--- config.mk ---
export PLATFORM = sky130hd
export DESIGN_NAME = expression_shift_reduce_recognizer_core
export DESIGN_NICKNAME = d
export VERILOG_FILES = /design/src/rtl/core/esr_pkg.sv /design/src/rtl/core/esr_front.sv /design/src/rtl/core/esr_stack.sv /design/src/rtl/core/expression_shift_reduce_recognizer_core.sv
export SDC_FILE = /design/constraint.sdc
export NUM_CORES = 1
export LEC_CHECK = 0
export ABC_AREA = 1
export BUFFER_PORTS_ARGS = -buffer_cell sky130_fd_sc_hd__buf_2
export CAP_MARGIN = 40
export CORE_MARGIN = 2
export CORE_UTILIZATION = 55
export CTS_CLUSTER_SIZE = 24
export DETAILED_ROUTE_END_ITERATION = 10
export PLACE_DENSITY_LB_ADDON = 0.08
export SLEW_MARGIN = 20
export SYNTH_ARGS = -nofsm -noshare
export SYNTH_HDL_FRONTEND = slang
export SYNTH_SLANG_ARGS = --single-unit
--- constraint.sdc ---
create_clock -name clk -period 11.85 [get_ports clk]
set_input_delay 2.37 -clock clk [delete_from_list [all_inputs] [get_ports clk]]
set_output_delay 2.37 -clock clk [all_outputs]
set_load 0.02 [all_outputs]
--- src/rtl/core/esr_pkg.sv ---
// Shared types, symbol codes and character decode for the expression recognizer.
package esr_pkg;

  localparam int SYM_W = 3;

  localparam logic [SYM_W-1:0] SYM_OTHER = 3'd0;
  localparam logic [SYM_W-1:0] SYM_I     = 3'd1;
  localparam logic [SYM_W-1:0] SYM_D     = 3'd2;
  localparam logic [SYM_W-1:0] SYM_E     = 3'd3;
  localparam logic [SYM_W-1:0] SYM_PLUS  = 3'd4;
  localparam logic [SYM_W-1:0] SYM_STAR  = 3'd5;
  localparam logic [SYM_W-1:0] SYM_LPAR  = 3'd6;
  localparam logic [SYM_W-1:0] SYM_RPAR  = 3'd7;

  localparam logic [7:0] CHR_I    = 8'h69;
  localparam logic [7:0] CHR_D    = 8'h64;
  localparam logic [7:0] CHR_E    = 8'h45;
  localparam logic [7:0] CHR_PLUS = 8'h2B;
  localparam logic [7:0] CHR_STAR = 8'h2A;
  localparam logic [7:0] CHR_LPAR = 8'h28;
  localparam logic [7:0] CHR_RPAR = 8'h29;

  localparam int QUEUE_DEPTH = 2;
  localparam int QPTR_W      = $clog2(QUEUE_DEPTH);
  localparam int QCNT_W      = $clog2(QUEUE_DEPTH + 1);

  typedef struct packed {
    logic [7:0] symbol;
    logic       last;
  } esr_in_t;

  typedef struct packed {
    logic [7:0] depth_after;
    logic [7:0] reductions;
    logic       overflowed;
    logic       string_done;
    logic       accepted;
  } esr_out_t;

  typedef struct packed {
    logic [SYM_W-1:0] code;
    logic             last;
  } esr_sym_t;

  function automatic logic [SYM_W-1:0] encode_symbol(input logic [7:0] ch);
    logic [SYM_W-1:0] code;
    unique case (ch)
      CHR_I:    code = SYM_I;
      CHR_D:    code = SYM_D;
      CHR_E:    code = SYM_E;
      CHR_PLUS: code = SYM_PLUS;
      CHR_STAR: code = SYM_STAR;
      CHR_LPAR: code = SYM_LPAR;
      CHR_RPAR: code = SYM_RPAR;
      default:  code = SYM_OTHER;
    endcase
    return code;
  endfunction

endpackage

--- src/rtl/core/esr_front.sv ---
// Front end: accept characters, decode them to symbol codes and queue them.
module esr_front
  import esr_pkg::*;
(
  input  logic     clk,
  input  logic     rst_n,
  input  logic     in_valid,
  output logic     in_ready,
  input  esr_in_t  in_data,
  output logic     q_valid,
  input  logic     q_ready,
  output esr_sym_t q_data
);

  esr_sym_t           q_mem_r [QUEUE_DEPTH];
  logic [QPTR_W-1:0]  wr_ptr_r, wr_ptr_nxt;
  logic [QPTR_W-1:0]  rd_ptr_r, rd_ptr_nxt;
  logic [QCNT_W-1:0]  cnt_r, cnt_nxt;
  logic               push, pop;

  assign in_ready = (cnt_r != QCNT_W'(QUEUE_DEPTH));
  assign q_valid  = (cnt_r != '0);
  assign q_data   = q_mem_r[rd_ptr_r];
  assign push     = in_valid && in_ready;
  assign pop      = q_valid && q_ready;

  always_comb begin
    wr_ptr_nxt = push ? wr_ptr_r + 1'b1 : wr_ptr_r;
    rd_ptr_nxt = pop  ? rd_ptr_r + 1'b1 : rd_ptr_r;
    cnt_nxt    = cnt_r;
    if (push && !pop) begin
      cnt_nxt = cnt_r + 1'b1;
    end else if (pop && !push) begin
      cnt_nxt = cnt_r - 1'b1;
    end
  end

  always_ff @(posedge clk) begin
    if (!rst_n) begin
      wr_ptr_r <= '0;
      rd_ptr_r <= '0;
      cnt_r    <= '0;
    end else begin
      wr_ptr_r <= wr_ptr_nxt;
      rd_ptr_r <= rd_ptr_nxt;
      cnt_r    <= cnt_nxt;
    end
  end

  // Decode on entry so the back end sees only symbol codes.
  always_ff @(posedge clk) begin
    if (push) begin
      q_mem_r[wr_ptr_r].code <= encode_symbol(in_data.symbol);
      q_mem_r[wr_ptr_r].last <= in_data.last;
    end
  end

endmodule

--- src/rtl/core/esr_stack.sv ---
// Back end: symbol stack, handle reduction sequencer and result register.
module esr_stack
  import esr_pkg::*;
#(
  parameter int STACK_DEPTH = 128
) (
  input  logic     clk,
  input  logic     rst_n,
  input  logic     q_valid,
  output logic     q_ready,
  input  esr_sym_t q_data,
  output logic     out_valid,
  input  logic     out_ready,
  output esr_out_t out_data
);

  localparam int CW = $clog2(STACK_DEPTH + 1);
  localparam int AW = $clog2(STACK_DEPTH);
  localparam int XW = (CW > 8) ? CW : 8;

  localparam logic [1:0] ST_IDLE    = 2'd0;
  localparam logic [1:0] ST_CHECK   = 2'd1;
  localparam logic [1:0] ST_FILL_HI = 2'd2;
  localparam logic [1:0] ST_FILL_LO = 2'd3;

  logic [SYM_W-1:0] stack_mem [STACK_DEPTH];
  logic [SYM_W-1:0] rd_data_r;

  logic [1:0]       state_r, state_nxt;
  logic [CW-1:0]    count_r, count_nxt;
  logic             ovf_r, ovf_nxt;
  logic [7:0]       reds_r, reds_nxt;
  logic             last_r, last_nxt;
  // Window on the top three entries: w0 is the top of stack.
  logic [SYM_W-1:0] w0_r, w0_nxt, w1_r, w1_nxt, w2_r, w2_nxt;
  logic             out_valid_r, out_valid_nxt;
  esr_out_t         out_data_r, out_data_nxt;

  logic             mem_we;
  logic [AW-1:0]    wr_addr;
  logic [SYM_W-1:0] wr_data;
  logic [CW-1:0]    rd_idx;
  logic [AW-1:0]    rd_addr;

  logic             m2, m3, out_free, load;
  logic [XW-1:0]    cnt_x;
  logic [7:0]       depth_sat;

  assign m2 = (count_r >= CW'(2)) && (w1_r == SYM_I) && (w0_r == SYM_D);
  assign m3 = (count_r >= CW'(3)) &&
              (((w2_r == SYM_E) && ((w1_r == SYM_PLUS) || (w1_r == SYM_STAR)) &&
                (w0_r == SYM_E)) ||
               ((w2_r == SYM_LPAR) && (w1_r == SYM_E) && (w0_r == SYM_RPAR)));

  assign out_free  = !out_valid_r || out_ready;
  assign load      = (state_r == ST_CHECK) && !m2 && !m3 && out_free;
  assign cnt_x     = XW'(count_r);
  assign depth_sat = (cnt_x > XW'(255)) ? 8'hFF : cnt_x[7:0];

  // Refill address: two (i d) or one (3-symbol) below the new top in the check
  // cycle, the next one below in the high-fill cycle.
  assign rd_idx  = (state_r == ST_CHECK) ? count_r - CW'(4) : count_r - CW'(3);
  assign rd_addr = rd_idx[AW-1:0];

  assign q_ready   = (state_r == ST_IDLE);
  assign out_valid = out_valid_r;
  assign out_data  = out_data_r;

  always_comb begin
    state_nxt     = state_r;
    count_nxt     = count_r;
    ovf_nxt       = ovf_r;
    reds_nxt      = reds_r;
    last_nxt      = last_r;
    w0_nxt        = w0_r;
    w1_nxt        = w1_r;
    w2_nxt        = w2_r;
    mem_we        = 1'b0;
    wr_addr       = count_r[AW-1:0];
    wr_data       = q_data.code;
    out_valid_nxt = out_valid_r && !out_ready;
    out_data_nxt  = out_data_r;

    unique case (state_r)
      ST_IDLE: begin
        if (q_valid) begin
          last_nxt  = q_data.last;
          reds_nxt  = '0;
          state_nxt = ST_CHECK;
          if (count_r != CW'(STACK_DEPTH)) begin
            mem_we    = 1'b1;
            count_nxt = count_r + 1'b1;
            w0_nxt    = q_data.code;
            w1_nxt    = w0_r;
            w2_nxt    = w1_r;
          end else begin
            ovf_nxt = 1'b1;
          end
        end
      end
      ST_CHECK: begin
        priority if (m2) begin
          count_nxt = count_r - 1'b1;
          wr_addr   = rd_idx[AW-1:0] + AW'(2);
          wr_data   = SYM_E;
          mem_we    = 1'b1;
          w0_nxt    = SYM_E;
          w1_nxt    = w2_r;
          reds_nxt  = (reds_r == 8'hFF) ? reds_r : reds_r + 1'b1;
          state_nxt = ST_FILL_LO;
        end else if (m3) begin
          count_nxt = count_r - CW'(2);
          wr_addr   = rd_idx[AW-1:0] + AW'(1);
          wr_data   = SYM_E;
          mem_we    = 1'b1;
          w0_nxt    = SYM_E;
          reds_nxt  = (reds_r == 8'hFF) ? reds_r : reds_r + 1'b1;
          state_nxt = ST_FILL_HI;
        end else if (load) begin
          out_valid_nxt            = 1'b1;
          out_data_nxt.depth_after = depth_sat;
          out_data_nxt.reductions  = reds_r;
          out_data_nxt.overflowed  = ovf_r;
          out_data_nxt.string_done = last_r;
          out_data_nxt.accepted    = last_r && !ovf_r && (count_r == CW'(1)) &&
                                     (w0_r == SYM_E);
          if (last_r) begin
            count_nxt = '0;
            ovf_nxt   = 1'b0;
          end
          state_nxt = ST_IDLE;
        end
      end
      ST_FILL_HI: begin
        w1_nxt    = rd_data_r;
        state_nxt = ST_FILL_LO;
      end
      ST_FILL_LO: begin
        w2_nxt    = rd_data_r;
        state_nxt = ST_CHECK;
      end
      default: state_nxt = ST_IDLE;
    endcase
  end

  always_ff @(posedge clk) begin
    if (!rst_n) begin
      state_r     <= ST_IDLE;
      count_r     <= '0;
      ovf_r       <= 1'b0;
      out_valid_r <= 1'b0;
    end else begin
      state_r     <= state_nxt;
      count_r     <= count_nxt;
      ovf_r       <= ovf_nxt;
      out_valid_r <= out_valid_nxt;
    end
  end

  always_ff @(posedge clk) begin
    reds_r     <= reds_nxt;
    last_r     <= last_nxt;
    w0_r       <= w0_nxt;
    w1_r       <= w1_nxt;
    w2_r       <= w2_nxt;
    out_data_r <= out_data_nxt;
  end

  always_ff @(posedge clk) begin
    if (mem_we) begin
      stack_mem[wr_addr] <= wr_data;
    end
  end

  always_ff @(posedge clk) begin
    rd_data_r <= stack_mem[rd_addr];
  end

`ifndef NO_ASSERTIONS
  a_count_bound: assert property (@(posedge clk) disable iff (!rst_n)
    count_r <= CW'(STACK_DEPTH))
    else $error("stack count beyond depth");

  a_clear_after_last: assert property (@(posedge clk) disable iff (!rst_n)
    (load && last_r) |=> (count_r == '0) && !ovf_r)
    else $error("stack not cleared after closing a string");

  a_fill_order: assert property (@(posedge clk) disable iff (!rst_n)
    (state_r == ST_FILL_HI) |=> (state_r == ST_FILL_LO))
    else $error("window refill out of order");

  a_accept_needs_done: assert property (@(posedge clk) disable iff (!rst_n)
    out_valid_r |-> (!out_data_r.accepted || out_data_r.string_done))
    else $error("accept flagged outside string end");
`endif

endmodule

--- src/rtl/core/expression_shift_reduce_recognizer_core.sv ---
// Result path: the input is queued, pushed onto the stack and checked; the
// result register loads once free. Each reduction runs low fill (i d handle)
// or high then low fill (three-symbol handle) and returns to check. The stack
// sequencer, with its single memory read port, takes new symbols only in idle.
// Reset: rst_n, synchronous and active low, empties queue and stack and drops
// any pending result; stack memory contents are never cleared.
module expression_shift_reduce_recognizer_core
  import esr_pkg::*;
#(
  parameter int STACK_DEPTH = 128
) (
  input  logic     clk,
  input  logic     rst_n,
  input  logic     in_valid,
  output logic     in_ready,
  input  esr_in_t  in_data,
  output logic     out_valid,
  input  logic     out_ready,
  output esr_out_t out_data
);

  // Decoded symbols waiting for the stack engine. The queue lets the input
  // side keep taking characters while a reduction chain is in progress.
  logic     q_valid;
  logic     q_ready;
  esr_sym_t q_data;

  // Front end: decode each character to a symbol code on transfer and hold it
  // in a short queue.
  esr_front u_front (
    .clk      (clk),
    .rst_n    (rst_n),
    .in_valid (in_valid),
    .in_ready (in_ready),
    .in_data  (in_data),
    .q_valid  (q_valid),
    .q_ready  (q_ready),
    .q_data   (q_data)
  );

  // Back end: push the symbol, reduce greedily one handle per step while the
  // top of stack matches, then load the result register. The top three
  // entries live in a register window; the memory refills it after a pop.
  // A push into a full stack is dropped and sets the sticky overflow flag;
  // a closing item gives the verdict, then clears the stack and the flag.
  esr_stack #(
    .STACK_DEPTH (STACK_DEPTH)
  ) u_stack (
    .clk       (clk),
    .rst_n     (rst_n),
    .q_valid   (q_valid),
    .q_ready   (q_ready),
    .q_data    (q_data),
    .out_valid (out_valid),
    .out_ready (out_ready),
    .out_data  (out_data)
  );

endmodule
-- Word-level counts from Yosys, hierarchy flattened
Memories as Yosys holds them, arrays and structs flattened. A register that Yosys moved wholly into a read port is not among the register bits.
Cells that the tools add are included.
- register bits: 53
- memory bits (writable): 392
- input bits: 13
- output and inout bits: 21
- logic and storage cells: 175
- memories kept: 2
- add/sub/neg operators: 12
- magnitude comparators: 3
- equality and inequality tests: 34
- mux-type cells: 62
- bitwise operators: 2
- reductions and logical operators: 43
- memory list (name ; words ; bits a word ; rd ports ; clocked after Yosys merged registers in ; wr ports ; RTL line ; RTL):
    u_stack.stack_mem ; 128 ; 3 ; 1 ; 1 ; 1 ; esr_stack.sv:26 ; logic [SYM_W-1:0] stack_mem [STACK_DEPTH];
    u_front.q_mem_r ; 2 ; 4 ; 1 ; 1 ; 1 ; esr_front.sv:15 ; esr_sym_t q_mem_r [QUEUE_DEPTH];
- operator list (kind ; count):
    $mux W8 ; 10
    $mux W3 ; 13
    $eq A8 B6 Y1 const B ; 4
    $pmux W8 S2 ; 2
    $mux W7 ; 4
    $eq A8 B7 Y1 const B ; 3
    $pmux W3 S7 ; 1
    $mux W1 ; 20
    $logic_and A1 B1 Y1 ; 18
    $add A8 B1 Y8 const B ; 2
    $ge A8 B2 Y1 const B ; 2
    $eq A3 B2 Y1 const B ; 4
    $eq A3 B3 Y1 const B ; 4
    $mux W2 ; 6
    $pmux W3 S2 ; 2
    $reduce_and A4 Y1 ; 3
    $ne A2 B1 Y1 const B ; 5
    $pmux W3 S3 ; 1
    $eq A8 B1 Y1 const B ; 1
    $eq A8 B8 Y1 const B ; 1
    $gt A8 B8 Y1 const B ; 1
    $ne A2 B2 Y1 const B ; 4
    $ne A4 B1 Y1 const B ; 2
    $ne A8 B8 Y1 const B ; 1
    25 further kinds ; 42

-- Longest topological paths before layout
Gate-level depths: netlist (run 1).
- word-level depth: 13
- gate-level depth with buffers: 22

-- By module
From an unflattened synthesis (run 1), not the netlist that was laid out.
- cells, all modules: 1972
- area, all modules: 20842.5 µm²
- modules (own cells, without submodules) (module ; instances ; cells each ; area each (µm²) ; sequential area each (µm²)):
    esr_stack ; 1 ; 1889 ; 20156.8 ; 12942.4
    esr_front ; 1 ; 83 ; 685.7 ; 340.3

-- Worst setup path after synthesis (run 1)
No wires, ideal clock.
- path kind: register to register
- start: register u_stack.count_r[2] (netlist: u_stack.cnt_x[2])
- end: memory u_stack.stack_mem[0][2], data pin
- library setup time: 0.796 ns
- data arrival time: 4.382 ns
- data required time: 11.054 ns
- slack: 6.671 ns
- cell stages (with the launch flop): 10
- cells stage by stage: dfxtp_1 inv_2 ha_1 buf_2 nand2_1 nor2_2 nand2_2 nand3_4 nand2_1 nor2_1
- longest elaborated chain between the ends: 5
- RTL lines (item ; RTL line ; RTL):
    start, declared ; esr_stack.sv:30 ; logic [CW-1:0] count_r, count_nxt;
    start signal, assigned ; esr_stack.sv:154 ; count_r <= count_nxt;
    $ge A8 B2 Y1 (on tied branches) ; esr_stack.sv:50, esr_stack.sv:49 ;
    $logic_and A1 B1 Y1 (on tied branches) ; esr_stack.sv:50, esr_stack.sv:49 ;
    $mux W3 / $logic_and A1 B1 Y1 (equally long branches) ; esr_stack.sv:111, esr_stack.sv:49 ;
    $mux W3 (*) ; esr_stack.sv:102 ; priority if (m2) begin
    $mux W3 (*) ; esr_stack.sv:84 ; unique case (state_r)
    named net u_stack.wr_data[2] ; esr_stack.sv:41 ; logic [SYM_W-1:0] wr_data;
    end, declared ; esr_stack.sv:26 ;
The timed path passes the listed nets; every way through them passes the cells marked *.

-- Worst setup path after layout (run 1)
- start: register u_stack.count_r[0] (netlist: u_stack.cnt_x[0])
- end: memory u_stack.stack_mem[114][1], enable pin
- longest elaborated chain between the ends: 7
- RTL lines (item):
    parallel branches: the longest is 7 deep, another holds $sub A7 B2 Y7
Several ways; the timed one is not identified.

==> flow_metrics.tcl, run 1 <==
set metrics [dict create \
    overflow 0 \
    wl_met1_um 21900 \
    fin_util_pct 61.7 \
    die_h_um 196 \
    crit_arrival_ns 5.04 \
    syn_area_um2 20300 \
    clock_path_buffers 3 \
    die_area_um2 38500 \
    p_sw_mw 2.49 \
    hold_viol 0 \
    dp_cells 2324 \
    gp_congestion 0.884 \
    synthAdderAreaFrac_pct 1.17 \
    drv_cap 0 \
    synth-compound-area-share_pct 8.72 \
    cts_buffers 48 \
    synth.net_count 1940 \
    start_util_pct 55.7 \
    vias_per_cell 5.86 \
    pwr-share-clk_pct 24.0 \
    clk_pin_slew_worst_paths_ns 0.06 \
    status "finished clean" \
    post_cts_buffers 0 \
    dpl.hpwl_um 29500 \
    layout_commonest_cell "edfxtp_1" \
    drt_iter0_drc 1302 \
    antenna_found_initial 0 \
    ios 34 \
    setup_viol 0 \
    drv_slew 0 \
    cts_sinks 449 \
    cts_tree "built" \
    switching_share_pct 41.0 \
    criticalPathCategory "flip-flop to flip-flop" \
    fmax_mhz 207 \
    endpoint_kind "flip-flop" \
    ys_warn_count 0 \
    grt_pass1_wl_um 76800 \
    slew_headroom_pct 44.2 \
    critPathMaxFanout 77 \
    row_count 70 \
    tns_ns 0 \
    wl_per_cell_um 20.6 \
    yosys-top-cells-area "edfxtp_1 63%, nand2_1 7.1%, nor2_1 4.8%" \
    grt_max_degree 129 \
    p_int_mw 3.58 \
    wl_met3_um 3310 \
    fin_crit_ns 4.82 \
    routed-wl-met2_um 23200 \
    synth.distinct_cells 39 \
    rsz0062_at_grt "no" \
    area_delta_synth_final_pct 10.9 \
    top_layer "met4" \
    worst_slack_ns 7.03 \
    finClkSkew_ns 0.0171 \
    htreeDepth 2 \
    ant_nets 0 \
    ys_ff_latch 449 \
    cts.root.buffer_cell "clkbuf_16" \
    grt_pass1_vias 13700 \
    start_kind "flip-flop" \
    synth_xor_area_share_pct 0.818 \
    tightestPinTransition_ns 0.836 \
    synth_top_area_share_pct 63.3 \
    drive_gt1_share_pct 10.3 \
    avgSynthCellArea_um2 10.7 \
    timing.final.crit_share_pct 40.7 \
    die_x_um 196 \
    leakage_nw 8.11 \
    antenna_cells 0 \
    required_ns 12.07 \
    drc_errors 0 \
    seqPwrFrac_pct 34.9 \
    wirelength_um 49800 \
    routed-via-count 14200 \
    core_um2 36500 \
    synth-simple-area-share_pct 19.1 \
    power.density_nw_per_um2 269 \
    pwr-share-comb_pct 41.1 \
    portBuffers 33 \
    stdcell_count 2417 \
    track_usage_pct 26.2 \
    worstSkewPairLatency_ns 0.59 \
    synthCells 1908 \
    hp-class "flip-flop to flip-flop" \
    synth.area.mux_share_pct 0.203 \
    postCtsHoldBufs 0 \
    rrSetupSlack_ns 7.03 \
    finalNetCount 1943 \
    synth_top_family_by_area "simple AND/OR/NAND/NOR gates" \
    irDropWorstVdd_uv 191 \
    final_cell_mix "429 x edfxtp_1, 377 x nand2_1, 257 x nor2_1" \
    dr.pass1.iters 6 \
    pre_cts_slack_ns 7.08 \
    total_power_mw 6.07 \
    yosysTopAreaCell "edfxtp_1" \
    post_cts_resize_count 0 \
    yosysSeqAreaShare_pct 65.3 \
]
Yosys cell counts:
cell / instances
edfxtp_1: 429
nand2_1: 382
nor2_1: 259
nand3_1: 141
o21ai_0: 136
inv_1: 111
o211ai_1: 54
buf_2: 46
clkbuf_1: 46
a21oi_1: 43
nor3_1: 43
o22ai_1: 23
nand3_2: 22
dfxtp_1: 20
ha_1: 19
inv_2: 19
a31oi_1: 17
xor2_1: 15
o21bai_1: 12
nand2_2: 8
nand4_1: 7
buf_4: 6
nand3_4: 6
o21ai_1: 5
nor2_2: 4
nor2_4: 4
o221ai_1: 4
xnor2_1: 4
a211oi_1: 3
buf_1: 3
mux2i_1: 3
or2_2: 3
a21oi_2: 2
a21oi_4: 2
nand2_4: 2
nor4_1: 2
and2_1: 1
buf_6: 1
mux2_2: 1
state kept, by name, indices dropped and copies added (netlist names), 2 cells and up, named ones only:
register / flops
u_stack.w1_r: 3
u_stack.w2_r: 3
u_stack.rd_data_r: 3
u_front.q_mem_r: 8
u_front.cnt_r: 2
u_stack.state_r: 2
u_stack.cnt_x: 8
u_stack.w0_r: 3
u_stack.stack_mem: 384
u_stack.reds_r: 8
u_stack.out_data: 19
area by class of cell:
class	count	area, um^2
clock buffers	63	1290
repair buffers	55	503
inverters	130	488
well taps	468	586
flip-flops and latches	449	13300
fillers	3009	14000
multi-input cells	1227	6170
clock inverters	25	231
power groups by stage:
stage	Clock (mW)	Combinational (mW)	Sequential [mW]
6_report	1.45	2.50	2.12
5_1_grt	1.53	2.75	2.13
4_1_cts	1.47	2.45	2.12
3_5_place_dp	0	2.44	2.15
3_3_place_gp	0	2.36	2.16
2_1_floorplan	0	1.64	2.18
critical path: stages, from the launching register on:
cell and delay (ns):
dfxtp_1 0.59, inv_1 0.22, ha_1 0.35, nand2_1 0.11, nand2_4 0.29, buf_4 0.72, ha_1 0.26, inv_1 0.07
nor2_1 0.19, nand3_1 0.10, nand2_1 0.07, nand3_1 0.08, nand2_1 0.06, nand2_1 0.06, nand2_2 0.18, nand3_2 0.39
buf_16 0.31, nor3_1 0.39
through the flow:
| step | hold WS (ns) | area (um^2) |
|---|---|---|
| 2_1_floorplan | 0.403 | 20300 |
| 3_3_place_gp | 0.436 | 20800 |
| 3_5_place_dp | 0.446 | 20900 |
| 4_1_cts | 0.454 | 22400 |
| 5_1_grt | 0.488 | 22500 |
| 6_report | 0.452 | 22500 |
metal layers:
metal | vias up | global-route usage, %
met5 | - | 0
met4 | 0 | 9.06
met3 | 91 | 3.87
met2 | 466 | 42.2
met1 | 6921 | 36.6
li1 | 6675 | -
path summary, 6_finish.rpt:
kind                                                    start                                   to  cells past startpoint
worst min-delay path            u_front.rd_ptr_r$_SDFFE_PN0P_                            flip-flop                      1
worst max register to register  u_stack.cnt_x[0]$_SDFFE_PN0P_  u_stack.stack_mem[114][1]$_DFFE_PP_                     17
worst max-delay path            u_stack.cnt_x[0]$_SDFFE_PN0P_  u_stack.stack_mem[114][1]$_DFFE_PP_                     17
worst min register to register  u_front.rd_ptr_r$_SDFFE_PN0P_                            flip-flop                      1
kinds of logic after synthesis:
logic type | after synthesis
xor gates and xnor gates | 19
AOI/OAI and AO/OA | 301
DFF | 449
buffers and inverters | 232
adders and majority gates | 19
and+or+nand+nor | 884
muxes | 4
Note: power is estimated with default switching activity, not from simulation.
==> inputs of run 2 (changes only) <==
==> constraint.sdc (replaced) <==
create_clock -name clk -period 4.2 [get_ports clk]
set_input_delay 0.84 -clock clk [delete_from_list [all_inputs] [get_ports clk]]
set_output_delay 0.84 -clock clk [all_outputs]
set_load 0.02 [all_outputs]
==> run 2 against run 1 <==
Effect of this change: power grew to 2.8 times the previous value; global-route usage is 0.92 points higher; via count is 1.4% higher; non-clock buffer count is 31 higher; fmax is 31% higher; critical path depth is 3 lower; setup slack worse by 6.5 ns; cell area is 0.21% higher; critical path type unchanged; largest power group unchanged; highest routed layer unchanged.
==> flow_metrics.tcl, run 2 (synthesized netlist as in run 1, its figures left out) <==
set metrics [dict create \
    core_um2 36500 \
    fin_crit_ns 3.69 \
    slew_headroom_pct 29.2 \
    worstSkewPairLatency_ns 0.59 \
    cts_buffers 47 \
    post_cts_buffers 0 \
    ant_nets 0 \
    fin_util_pct 61.9 \
    cts_sinks 449 \
    setup_viol 0 \
    rr_startpoint "u_stack.state_r[1]$_SDFFE_PN0P_" \
    postCtsHoldBufs 0 \
    cpMostUsedCell "inv_2" \
    tns_ns 0 \
    critPathMaxFanout 24 \
    final_cell_mix "429 x edfxtp_1, 377 x nand2_1, 257 x nor2_1" \
    reg2reg_depth 14 \
    post_cts_resize_count 0 \
    n_fill_cell 2965 \
    cts.root.buffer_cell "clkbuf_16" \
    clock_path_buffers 3 \
    layout_commonest_cell "edfxtp_1" \
    leakage_nw 8.17 \
    portBuffers 33 \
    finalNetCount 1973 \
    timing.final.crit_share_pct 87.8 \
    hold_viol 0 \
    crit_end "u_stack.stack_mem[7][2]$_DFFE_PP_" \
    path_cells "inv_1 > ha_1 > inv_2 > nand3_1 > nand2_2 > inv_2 > ha_1 > o21ai_0 > inv_1 > nand3_4 > inv_2 > nand3_2 > buf_4 > nor2_1" \
    holdWs_ns 0.455 \
    cp-startpoint "u_stack.state_r[1]$_SDFFE_PN0P_" \
    cp_slowest_cell "nand3_2" \
    track_usage_pct 27.1 \
    crit_arrival_ns 3.93 \
    status "finished clean" \
    total_power_mw 17.1 \
    dpl.hpwl_um 31800 \
    fmax_mhz 271 \
    htreeDepth 2 \
    vias_per_cell 5.88 \
    irDropWorstVdd_uv 674 \
    die_h_um 196 \
    grt_pass1_wl_um 79400 \
    antenna_found_initial 0 \
    clk_pin_slew_worst_paths_ns 0.06 \
    overflow 0 \
    die_area_um2 38500 \
    routed-via-count 14400 \
    criticalPathCategory "flip-flop to flip-flop" \
    regMostFlops "u_stack.stack_mem" \
    cts_tree "built" \
    rsz0062_at_grt "no" \
    largest_reg_flops 384 \
    timing.hold.worst.start "in_data[0]" \
    power.density_nw_per_um2 758 \
    grt_pass1_vias 13700 \
    pre_cts_slack_ns 0.602 \
    drc_errors 0 \
    worst_slack_ns 0.513 \
    hp-class "input port to flip-flop" \
    start_kind "flip-flop" \
    start_util_pct 55.7 \
    area_delta_synth_final_pct 11.1 \
    ios 34 \
    grt_max_degree 231 \
    drv_cap 0 \
    required_ns 4.45 \
    drive_gt1_share_pct 11.6 \
    row_count 70 \
    wirelength_um 51200 \
    gp_congestion 0.872 \
    die_x_um 196 \
    rrSetupSlack_ns 0.51 \
    finClkSkew_ns 0.0228 \
    r2r-end "u_stack.stack_mem[7][2]$_DFFE_PP_" \
    antenna_cells 0 \
    endpoint_kind "flip-flop" \
    wl_per_cell_um 20.9 \
    tightestPinTransition_ns 1.06 \
    dr.pass1.iters 9 \
    critical_path.max_stage_delay_ns 0.40 \
    drt_iter0_drc 1393 \
    drv_slew 0 \
]
-- run 2: cell count changes in the layout (fill, tap and decap cells not counted), sizes merged --
cell      delta
clkinvlp     +1
clkbuf       -2
inv          +1
bufinv       -1
buf         +30
clkinv       -3
-- run 2: area by class of cell --
type                    instances  area [um^2]  share of cell area (%)
clock buffers                  60         1220                    5.42
well taps                     468          586                    2.59
repair buffers                 86          651                    2.88
inverters                     130          488                    2.16
flip-flops and latches        449        13300                    58.8
multi-input cells            1227         6150                    27.2
clock inverters                23          218                   0.963
-- run 2: power by group --
part	leakage, nW	internal (mW)	switching, mW
registers	4.07	5.77	0.179
logic	3.41	1.99	5.23
clock network	0.698	2.25	1.70
total	8.17	10.0	7.12
-- run 2: how the worst min path moves through the flow --
stage,endpoint,slack (ns),cells after the start
floorplan,u_stack.out_data[18]$_DFFE_PP_,0.40,0
global placement,flip-flop,0.43,1
detailed placement,flip-flop,0.46,1
CTS,u_front.q_mem_r[1][0]$_DFFE_PP_,0.44,1
global route,u_front.q_mem_r[1][0]$_DFFE_PP_,0.45,1
finish,u_front.q_mem_r[1][0]$_DFFE_PP_,0.45,1
-- run 2: through the flow --
step / area (um^2) / instances
final: 22600 / 2443
after CTS: 22600 / 2442
after global placement: 21100 / 2359
after floorplan: 20300 / 1908
after global routing: 22600 / 2443
after detailed placement: 21100 / 2359
-- run 2: worst max-delay path: cells and delay by family, from the launching register on --
family                     cells  cell delay (ns)
AOI/OAI and AO/OA              1             0.08
and+or+nand+nor                5             1.30
DFF                            1             0.36
adders and majority gates      2             0.49
buffers and inverters          6             1.11
-- run 2: routing by layer --
metal	wire length (um)	vias to the layer above	GRT usage [%]
met1	22200	6940	38.3
li1	-	6743	-
met4	1470	0	9.34
met5	0	-	0
met3	3960	98	5.05
met2	23500	573	42.5
